--- config.mk ---
export PLATFORM = sky130hd
export DESIGN_NAME = fbecho_queue
export DESIGN_NICKNAME = d
export VERILOG_FILES = /design/src/sv/fbecho_queue.sv
export SDC_FILE = /design/constraint.sdc
export NUM_CORES = 1
export LEC_CHECK = 0
export BUFFER_PORTS_ARGS = -buffer_cell sky130_fd_sc_hd__clkbuf_2
export CAP_MARGIN = 20
export CORE_MARGIN = 1
export CORE_UTILIZATION = 45
export DETAILED_ROUTE_END_ITERATION = 10
export PLACE_DENSITY_LB_ADDON = 0.05
export SLEW_MARGIN = 25
export SYNTH_ARGS = -nofsm -noshare
export SYNTH_HDL_FRONTEND = slang
export SYNTH_SLANG_ARGS = --single-unit
--- constraint.sdc ---
create_clock -name clk -period 4 [get_ports clk]
set_clock_uncertainty 0.05 [all_clocks]
set_input_delay 0.4 -clock clk [delete_from_list [all_inputs] [get_ports clk]]
set_output_delay 0.4 -clock clk [all_outputs]
set_load 0.01 [all_outputs]
--- src/sv/fbecho_queue.sv ---
module fbecho_queue #(
    parameter int W = 8
) (
    input  logic         clk,
    input  logic         rst_n,
    input  logic         push_valid,
    output logic         push_ready,
    input  logic [W-1:0] push_data,
    output logic         pop_valid,
    input  logic         pop,
    output logic [W-1:0] pop_data
);

    logic [W-1:0] entry_reg [2];
    logic         head_reg;
    logic         head_next;
    logic         tail_reg;
    logic         tail_next;
    logic [1:0]   count_reg;
    logic [1:0]   count_next;
    logic         push;
    logic         do_pop;

    assign push_ready = (count_reg != 2'd2);
    assign pop_valid  = (count_reg != 2'd0);
    assign pop_data   = entry_reg[head_reg];
    assign push       = push_valid && push_ready;
    assign do_pop     = pop && pop_valid;

    always_comb
    begin
        head_next  = head_reg;
        tail_next  = tail_reg;
        count_next = count_reg;
        if (push)
        begin
            tail_next = ~tail_reg;
        end
        if (do_pop)
        begin
            head_next = ~head_reg;
        end
        if (push && !do_pop)
        begin
            count_next = count_reg + 2'd1;
        end
        else if (do_pop && !push)
        begin
            count_next = count_reg - 2'd1;
        end
    end

    always_ff @(posedge clk or negedge rst_n)
    begin
        if (!rst_n)
        begin
            head_reg  <= 1'b0;
            tail_reg  <= 1'b0;
            count_reg <= 2'd0;
        end
        else
        begin
            head_reg  <= head_next;
            tail_reg  <= tail_next;
            count_reg <= count_next;
        end
    end

    always_ff @(posedge clk)
    begin
        if (push)
        begin
            entry_reg[tail_reg] <= push_data;
        end
    end

    a_count_bound: assert property (@(posedge clk) disable iff (!rst_n)
        count_reg != 2'd3)
        else $error("queue count out of range");

    a_ptr_gap: assert property (@(posedge clk) disable iff (!rst_n)
        (count_reg == 2'd1) |-> (head_reg != tail_reg))
        else $error("queue pointers disagree with count");

    a_no_pop_empty: assert property (@(posedge clk) disable iff (!rst_n)
        (count_reg == 2'd0) |=> (count_reg != 2'd2))
        else $error("queue jumped from empty to full");

endmodule

==> metrics <==
Initial Util=49.9%; post-synthesis cell count=43; Final Hold Fails=0; # IOs=22; Switching Share=30.7%; Crit Path Category=reg -> out; Residual DRC=2; Combinational Power Share=34.9%; post-layout util=59.8%; die area=0.00192 sq mm; Distinct cells, synth=14; vias=411; crit path from=head_reg; Setup Viol. Count Final=0; Yosys Warn Count=0; DRT iter0 DRCs=4; Nets=82; Die Ht=43.8 microns; register area share after synthesis=73.8%; Die Width=43.8 microns; Netlist Area Pre-Place=787 sq um; Max Buffers Root-to-Sink=2; drt first pass iters=6; clk_lat worst skew=280 ps; top cells by area, synth=edfxtp_1 61%, dfrtp_1 13%, mux2_2 11%; Worst-path clk slew=100 ps; Core ar.=0.00158 sq mm; count of final max-slew check failures=0; # port buffers=21; global-route wire length before repair=1.83 mm; largest net degree at the start of global routing=12; max frequency=0.551 GHz; cts repair resizes=0; Antenna diodes=0; commonest cells after routing, fill and taps aside=21 x clkbuf_2, 16 x edfxtp_1, 8 x mux2_2; share of cells above drive strength 1=51.5%; power per cell area=692 mW/mm^2; CTS Root Buffer Type=clkbuf_4; crit-path max FO=9; syn_area_per_cell=18.3 sq um; vias in the first global route=432; Synth-to-Final Area Change=19.9%; Sequential Area=581 sq um; Setup Total Neg Slack=0 ps; RSZ-0062 raised after global routing=no; Seq pwr share=51.0%; Post-Route WL=1.04 mm; Critical Path RT=3550 ps; Detail Route Antenna Nets=0; Internal=452 uW; NetSw=200 uW; Leakage=0.393 nW; status=finished with violations; multi-input logic area=198 sq um; placement row count=14; initial antenna violation count=0; syn_nets=56; Largest register FFs=16; clock power share=14.1%; # fillers=133; FF+latch count, synth=20; per-cell routed wire length=12.4 microns; number of max-cap violations=0; Worst R2R Start=count_reg[0]; CTS tree=done; DR vias/cell=4.89; measured slew at the worst slew-check pin=625 ps; period utilisation layout=45.3%; failing checks=DRC; GRT Util Overall=13.8%; Min-Delay Path Class=in -> reg; CTS sink cnt=20; Slew HR=58.2%; peak supply drop=336 uV; GPL Wtd Cong=0.697; htree depth=1; Startpoint Class=flip-flop; Num CTS Buffers=3; arrival time at the worst endpoint=1360 ps; Critical Path Sink Type=output pin; clock period minus worst slack=1810 ps; Yosys top cell area share=61.0%; global route total overflow=0; worst hold start=push_data[0]; commonest non-fill, non-tap cell in the layout=clkbuf_2; top cell type by total area after synthesis=edfxtp_1
-- kinds of logic after synthesis --
kind of cell | share of synthesized area [%]
flip-flops | 73.8
multiplexers | 11.4
adder cells (fa/ha/maj) | 1.59
buffers and inverters | 1.11
AND/OR/NAND/NOR | 6.52
XOR/XNOR | 5.57
-- metal layers --
metal	global-route usage, %	wire length [microns]	share of wire (%)	up-vias
li1	-	-	-	205
met1	14.2	439	42	193
met2	25.1	551	53	11
met3	5.00	44	4.2	2
met4	5.63	7	0.67	0
met5	0	0	0	-
-- power groups by stage --
stage | Sequential [mW] | Clock [mW] | Combinational [mW]
6_report | 0.333 | 0.0919 | 0.227
2_1_floorplan | 0.317 | 0 | 0.181
3_5_place_dp | 0.340 | 0 | 0.231
5_1_grt | 0.341 | 0.109 | 0.249
3_3_place_gp | 0.338 | 0 | 0.229
4_1_cts | 0.335 | 0.0979 | 0.232
-- cell usage after synthesis (all sizes together) --
library cell	number
edfxtp	16
buf	1
dfrtp	4
xor2	2
nand2b	1
and3	1
mux2	8
ha	1
inv	1
nand2	2
or2	1
nor2	2
xnor2	3
-- worst max-delay path, stage by stage, from the launching register on --
cell and delay (ps):
dfrtp_1 570, mux2_2 380, clkbuf_2 130
-- final timing paths --
| kind | to | slack [ps] | depth (start not counted) |
|---|---|---|---|
| setup / recovery | pop_data[2] | 2190 | 2 |
| hold / removal | entry_reg[1][0] | 250 | 1 |
| setup reg to reg | entry_reg[0][5] | 2420 | 3 |
| hold reg to reg | tail_reg | 460 | 1 |
| max in group asynchronous | head_reg | 3390 | 2 |
| min in group asynchronous | count_reg[1] | 390 | 2 |
-- stage by stage --
stage / worst slack (ps) / cells / power (mW) / hold slack, ps / instance area [sq um]
global placement: 2480 / 79 / 0.567 / 166 / 907
finish: 2190 / 84 / 0.652 / 248 / 943
detailed placement: 2400 / 79 / 0.570 / 163 / 907
global route: 2090 / 84 / 0.699 / 224 / 943
CTS: 2160 / 84 / 0.665 / 234 / 943
floorplan: 2560 / 43 / 0.497 / 54.4 / 787
-- cell type report --
type | count | share of cell area, %
Sequential cell | 20 | 61.5
Multi-Input combinational cell | 21 | 21.0
Timing Repair Buffer | 22 | 12.2
Clock buffer | 4 | 2.79
Tap cell | 16 | 2.12
Inverter | 1 | 0.398
-- timing repair --
item | in CTS | in global routing
hold buffers | 1 | 0
setup buffers | 0 | 0
hold endpoints to repair | 4 | 0
(Power assumes the default switching activity.)
