`src/sv/fbecho_pkg.sv`:
```
package fbecho_pkg;

    localparam int DELAY_DEPTH_DEFAULT = 65536;
    localparam int SAMPLE_W            = 16;
    localparam int CFG_W               = 16;
    localparam int CFG_INDEX_W         = 2;

    // register indexes on the configuration port
    localparam logic [CFG_INDEX_W-1:0] CFG_DELAY_SAMPLES = 2'd0;
    localparam logic [CFG_INDEX_W-1:0] CFG_FEEDBACK_GAIN = 2'd1;
    localparam logic [CFG_INDEX_W-1:0] CFG_WET_MIX       = 2'd2;

    localparam logic [CFG_W-1:0] DELAY_SAMPLES_RESET = 16'd9600;
    localparam logic [CFG_W-1:0] FEEDBACK_GAIN_RESET = 16'd16384;
    localparam logic [CFG_W-1:0] WET_MIX_RESET       = 16'd16384;

    // unity in q1.15
    localparam logic [CFG_W-1:0] Q15_ONE = 16'd32768;

    typedef struct packed {
        logic [CFG_W-1:0] delay_samples;
        logic [CFG_W-1:0] feedback_gain;
        logic [CFG_W-1:0] wet_mix;
    } cfg_t;

    function automatic logic [CFG_W-1:0] clamp_gain(input logic [CFG_W-1:0] g);
        return (g > Q15_ONE) ? Q15_ONE : g;
    endfunction

    // clamp an 18-bit signed sum to the 16-bit sample range
    function automatic logic signed [SAMPLE_W-1:0] sat16(input logic signed [17:0] v);
        logic signed [SAMPLE_W-1:0] r;
        if (v > 18'sd32767)
        begin
            r = 16'sh7fff;
        end
        else if (v < -18'sd32768)
        begin
            r = 16'sh8000;
        end
        else
        begin
            r = v[SAMPLE_W-1:0];
        end
        return r;
    endfunction

endpackage

```
`src/sv/fbecho_ifs.sv`:
```
interface fbecho_in_if;
    logic                valid;
    logic                ready;
    logic signed [15:0]  sample_in;

    modport source (output valid, output sample_in, input ready);
    modport sink   (input valid, input sample_in, output ready);
endinterface


```
`src/sv/fbecho_front.sv`:
```
module fbecho_front import fbecho_pkg::*; #(
    parameter int DELAY_DEPTH = DELAY_DEPTH_DEFAULT,
    parameter int ADDR_W      = $clog2(DELAY_DEPTH),
    parameter int QW          = 1 + 2 * ADDR_W + SAMPLE_W
) (
    input  logic            clk,
    input  logic            rst_n,
    fbecho_in_if.sink       samples,
    input  logic [CFG_W-1:0] delay_samples,
    output logic            push_valid,
    input  logic            push_ready,
    output logic [QW-1:0]   push_data
);

    logic [ADDR_W-1:0] wr_reg;
    logic [ADDR_W-1:0] wr_next;
    logic              wrapped_reg;
    logic              wrapped_next;
    logic [ADDR_W-1:0] rd_addr;
    logic              rd_valid;
    logic              push;

    assign samples.ready = push_ready;
    assign push_valid    = samples.valid;
    assign push          = samples.valid && push_ready;

    // ring wraps by masking; entries below the write index are filled until first wrap
    assign rd_addr  = wr_reg - ADDR_W'(delay_samples);
    assign rd_valid = wrapped_reg || (rd_addr < wr_reg);

    assign push_data = {rd_valid, rd_addr, wr_reg, samples.sample_in};

    always_comb
    begin
        wr_next      = wr_reg;
        wrapped_next = wrapped_reg;
        if (push)
        begin
            wr_next = wr_reg + 1'b1;
            if (wr_reg == '1)
            begin
                wrapped_next = 1'b1;
            end
        end
    end

    always_ff @(posedge clk or negedge rst_n)
    begin
        if (!rst_n)
        begin
            wr_reg      <= '0;
            wrapped_reg <= 1'b0;
        end
        else
        begin
            wr_reg      <= wr_next;
            wrapped_reg <= wrapped_next;
        end
    end

    // fill flag is sticky until reset
    a_wrapped_sticky: assert property (@(posedge clk) disable iff (!rst_n)
        !$fell(wrapped_reg))
        else $error("fill flag dropped");

    // the flag rises only on the transfer that writes the last entry
    a_wrap_at_end: assert property (@(posedge clk) disable iff (!rst_n)
        $rose(wrapped_reg) |-> ($past(wr_reg) == '1 && $past(push)))
        else $error("fill flag rose off the ring end");

    // each transfer moves the write slot by exactly one
    a_wr_step: assert property (@(posedge clk) disable iff (!rst_n)
        push |=> (wr_reg == $past(wr_reg) + 1'b1))
        else $error("write slot did not advance by one");

endmodule

```
`src/flat_wrapper.sv`:
```
// flat-port wrapper written by rule: the top's interface ports become plain ports
module fbecho_front_flat import fbecho_pkg::*;
#(
    parameter int DELAY_DEPTH = DELAY_DEPTH_DEFAULT,
    parameter int ADDR_W      = $clog2(DELAY_DEPTH),
    parameter int QW          = 1 + 2 * ADDR_W + SAMPLE_W
)
  (clk, rst_n, delay_samples, push_valid, push_ready, push_data, samples_valid, samples_sample_in, samples_ready);
  fbecho_in_if samples_i ();
  input  logic clk;
  input  logic rst_n;
  input  logic [CFG_W-1:0] delay_samples;
  output logic push_valid;
  input  logic push_ready;
  output logic [QW-1:0] push_data;
  input wire logic [$bits(samples_i.valid)-1:0] samples_valid;
  input wire logic [$bits(samples_i.sample_in)-1:0] samples_sample_in;
  output wire logic [$bits(samples_i.ready)-1:0] samples_ready;
  assign samples_i.valid = samples_valid;
  assign samples_i.sample_in = samples_sample_in;
  assign samples_ready = samples_i.ready;
  fbecho_front #(.DELAY_DEPTH(DELAY_DEPTH), .ADDR_W(ADDR_W), .QW(QW)) u_core (.clk(clk), .rst_n(rst_n), .samples(samples_i), .delay_samples(delay_samples), .push_valid(push_valid), .push_ready(push_ready), .push_data(push_data));
endmodule
```
`config.mk`:
```
export PLATFORM = sky130hd
export DESIGN_NAME = fbecho_front_flat
export DESIGN_NICKNAME = d
export VERILOG_FILES = /design/src/sv/fbecho_pkg.sv /design/src/sv/fbecho_ifs.sv /design/src/sv/fbecho_front.sv /design/src/flat_wrapper.sv
export SDC_FILE = /design/constraint.sdc
export NUM_CORES = 1
export LEC_CHECK = 0
export ABC_AREA = 1
export BUFFER_PORTS_ARGS = -buffer_cell sky130_fd_sc_hd__buf_2
export CAP_MARGIN = 15
export CELL_PAD_IN_SITES_DETAIL_PLACEMENT = 1
export CELL_PAD_IN_SITES_GLOBAL_PLACEMENT = 2
export CORE_MARGIN = 2
export CORE_UTILIZATION = 25
export CTS_CLUSTER_DIAMETER = 50
export DETAILED_ROUTE_END_ITERATION = 10
export GPL_ROUTABILITY_DRIVEN = 0
export PLACE_DENSITY = 0.82
export SYNTH_ARGS = -nofsm -noshare
export SYNTH_HDL_FRONTEND = slang
export SYNTH_SLANG_ARGS = --single-unit
export TNS_END_PERCENT = 30
```
`constraint.sdc`:
```
create_clock -name clk -period 3.3 [get_ports clk]
set_clock_uncertainty 0.05 [all_clocks]
set_input_delay 0 -clock clk [delete_from_list [all_inputs] [get_ports clk]]
set_output_delay 0 -clock clk [all_outputs]
set_load 0.01 [all_outputs]
```
==> results.json <==
{
  "status": "completed",
  "synthCells": 359,
  "post-route-drc-count": 0,
  "reg2reg_slack_ns": 1.64,
  "timing.max_slew.rel_slack_pct": 73.3,
  "critPathArrivalTime_ns": 2.94,
  "ff_latch_count_synth": 17,
  "tritoncts_clock_tree": "built",
  "post_synth_num_cell_types": 25,
  "crit_path_top_delay_cell": "sky130_fd_sc_hd__dfrtp_1",
  "setup-violations-final": 0,
  "max_freq_mhz": 335,
  "post_synth_main_area_contributors": "sky130_fd_sc_hd__nand2_1 19%, sky130_fd_sc_hd__dfrtp_1 18%, sky130_fd_sc_hd__ha_1 17%",
  "required_ns": 3.25,
  "finalSetupTns_ns": 0,
  "core.rowCount": 35,
  "rr_worst_depth": 7,
  "via_per_inst": 4.33,
  "synth_largest_area_cell": "sky130_fd_sc_hd__nand2_1",
  "crit-reg2reg-launch": "u_core.wr_reg[1]",
  "pre_cts_ws_ns": 0.597,
  "grt_remaining_overflow": 0,
  "design.die.area_mm2": 0.0100,
  "ys.warnings.count": 0,
  "ctsHoldBuffers": 17,
  "cts_resized": 0,
  "cts_num_sinks": 17,
  "unrepaired_setup_endpoints_after_global_routing": "no",
  "vias_in_the_first_global_route": 2360,
  "clock_root_buffer": "sky130_fd_sc_hd__clkbuf_8",
  "wirelength_mm": 6.60,
  "hold_violations": 0,
  "n_antenna_cell": 0,
  "grt_first_pass_wirelength_mm": 10.7,
  "clk_pin_slew_ns": 0.07,
  "mostFrequentLayoutCells": "116 x sky130_fd_sc_hd__nand2_1, 73 x sky130_fd_sc_hd__inv_1, 54 x sky130_fd_sc_hd__buf_2",
  "syn-cell-area_mm2": 0.00231,
  "highest_layer_used_for_signal_routing": "met4",
  "hp_start": "push_ready",
  "hold_class": "in -> reg",
  "clock_latency_ns": 0.25,
  "route.met2.wl_mm": 3.43,
  "core_box_area_mm2": 0.00911,
  "power-per-cell-area_mw_per_mm2": 662,
  "start_util_pct": 25.4,
  "post_synth.cell_area_avg_um2": 6.44,
  "port_buffers": 54,
  "first_iter_violations": 26,
  "final_max_slew_viol_count": 0,
  "ys_seq_area_share_pct": 18.4,
  "most_common_cell_after_layout_fill_and_taps_aside": "sky130_fd_sc_hd__nand2_1",
  "grt_start_max_net_pins": 18,
  "die_h_um": 100,
  "hpwlAfterDp_mm": 5.73,
  "fin_ws_ns": 0.315,
  "fillers": 1198,
  "irDropWorstVdd_mv": 0.178,
  "drtAntennaViolNets": 0,
  "r2r-end": "u_core.wr_reg[10]",
  "worst-setup-path-type": "reg -> out",
  "h-tree-depth": 1,
  "post_syn_nets": 428,
  "dr_total_vias": 2280,
  "finalHoldWorstSlack_ns": 0.112,
  "finish.net_count": 485,
  "post-synth-top-area-fraction_pct": 18.8,
  "period_minus_slack_ns": 2.99,
  "routedLengthMet1_mm": 3.01,
  "cts_inserted_buffers": 3,
  "timing.critical_path.slowest_cell_delay_ns": 0.42,
  "worstSetupEndpointType": "primary output",
  "wl_met3_um": 108,
  "ctsLongestPathBuffers": 2,
  "hold_path_end": "u_core.wr_reg[0]",
  "hold_path_depth": 3,
  "crit_top_cell": "sky130_fd_sc_hd__nand2_1",
  "p_leak_nw": 1.68,
  "timing.critical_path.fanout_max": 5,
  "max-cap-violations": 0,
  "timing.critical_path.from_type": "flop",
  "timing.critical_path.buf_inv": 3,
  "largest_register_ffs": 16,
  "routedWlPerCell_um": 12.5,
  "timing.critical_path.max_delay_family": "adder cells",
  "tightestPinTransition_ns": 0.401,
  "track_usage_pct": 13.4,
  "timing.critical_path.cells": "inv_1 -> ha_1 -> inv_1 -> fa_1 -> nand2_1 -> nand2_1 -> and2_1 -> nand2_1 -> nand2_1 -> xor2_1 -> ha_1 -> a21oi_1 -> o21ai_0 -> a21oi_1 -> nand2_1 -> nand2_1 -> buf_2",
  "post_route_cells_drive_above_1_share_pct": 18.1,
  "io_pins": 87,
  "min_period_over_period_pct": 90.5,
  "dieWidth_um": 100,
  "drt-pass1-iter-count": 3,
  "flow.area_growth_from_synthesis_pct": 20.8,
  "post_cts.repair.setup_buffers": 0,
  "grt_antenna_before_repair": 0
}
## per-layer routing
metal,vias up,global-route usage (%)
li1,1185,-
met1,1060,16.3
met2,31,25.7
met3,4,0.905
met4,0,2.85
met5,-,0
## cells by family (layout without fill, tap and decap cells)
logic type / Yosys count / after routing / synth area share [%]
XOR/XNOR: 20 / 20 / 7.58
flip-flops: 17 / 17 / 18.4
AND/OR/NAND/NOR: 171 / 171 / 32.4
AO/OA/AOI/OAI: 19 / 19 / 4.22
adder cells (fa/ha/maj): 33 / 33 / 18.2
buffers and inverters: 99 / 155 / 19.2
## stage by stage
| step | std cells | total power, mW | util, % | cell area, um2 |
|---|---|---|---|---|
| after floorplan | 359 | 1.25 | - | 2310 |
| after global placement | 505 | 1.65 | 28.3 | 2580 |
| after detailed placement | 505 | 1.70 | 28.3 | 2580 |
| after CTS | 526 | 1.89 | 30.7 | 2790 |
| after global routing | 526 | 2.07 | 30.7 | 2790 |
| final | 526 | 1.85 | 30.7 | 2790 |
## report_power, final
| part | leakage [nW] | total, mW | internal (mW) | switching (mW) |
|---|---|---|---|---|
| logic | 1.46 | 1.34 | 0.514 | 0.824 |
| clock network | 0.0228 | 0.154 | 0.0856 | 0.0681 |
| registers | 0.196 | 0.356 | 0.259 | 0.0970 |
| total | 1.68 | 1.85 | 0.859 | 0.989 |
## worst reg2reg max path, stage by stage (launching register included)
cell,delay [ns]
sky130_fd_sc_hd__dfrtp_1,0.48
sky130_fd_sc_hd__ha_1,0.23
sky130_fd_sc_hd__nand2_1,0.10
sky130_fd_sc_hd__nor2_2,0.14
sky130_fd_sc_hd__nand2_2,0.10
sky130_fd_sc_hd__nor2_2,0.17
sky130_fd_sc_hd__xor2_1,0.21
sky130_fd_sc_hd__inv_1,0.07
## worst max path at each step
| stage | start | end | slack [ns] | cells past startpoint |
|---|---|---|---|---|
| global placement | u_core.wr_reg[0] | push_data[48] | 0.68 | 17 |
| floorplan | u_core.wr_reg[0] | push_data[48] | 0.81 | 18 |
| global route | u_core.wr_reg[0] | push_data[48] | 0.07 | 19 |
| CTS | u_core.wr_reg[0] | push_data[48] | 0.29 | 17 |
| detailed placement | u_core.wr_reg[0] | push_data[48] | 0.60 | 17 |
| finish | u_core.wr_reg[0] | push_data[48] | 0.31 | 17 |
## cell usage after synthesis
| library cell | number |
|---|---|
| sky130_fd_sc_hd__nand2_1 | 116 |
| sky130_fd_sc_hd__inv_1 | 73 |
| sky130_fd_sc_hd__ha_1 | 32 |
| sky130_fd_sc_hd__xor2_1 | 20 |
| sky130_fd_sc_hd__buf_4 | 19 |
| sky130_fd_sc_hd__dfrtp_1 | 17 |
| sky130_fd_sc_hd__nand3_1 | 17 |
| sky130_fd_sc_hd__nor2_1 | 15 |
| sky130_fd_sc_hd__a21oi_1 | 14 |
| sky130_fd_sc_hd__inv_2 | 7 |
| sky130_fd_sc_hd__nor3_1 | 5 |
| sky130_fd_sc_hd__nor2_4 | 4 |
| sky130_fd_sc_hd__nand2_2 | 3 |
| sky130_fd_sc_hd__nand4_1 | 3 |
| sky130_fd_sc_hd__o21ai_0 | 3 |
| sky130_fd_sc_hd__nor2_2 | 2 |
| sky130_fd_sc_hd__a21o_1 | 1 |
| sky130_fd_sc_hd__and2_1 | 1 |
| sky130_fd_sc_hd__fa_1 | 1 |
| sky130_fd_sc_hd__nand3_2 | 1 |
| sky130_fd_sc_hd__nand3b_1 | 1 |
| sky130_fd_sc_hd__nor3_4 | 1 |
| sky130_fd_sc_hd__nor4_1 | 1 |
| sky130_fd_sc_hd__o21ai_1 | 1 |
| sky130_fd_sc_hd__or2_1 | 1 |
## area by class of cell
| cell class | count | area (um2) | area share (%) |
|---|---|---|---|
| timing repair buffer | 71 | 440 | 15.8 |
| clock buffer | 4 | 45.0 | 1.61 |
| tap | 111 | 139 | 4.97 |
| sequential | 17 | 425 | 15.2 |
| multi-input combinational | 243 | 1440 | 51.7 |
| inverter | 80 | 300 | 10.8 |
No activity file was read; power rests on OpenSTA's default activity.
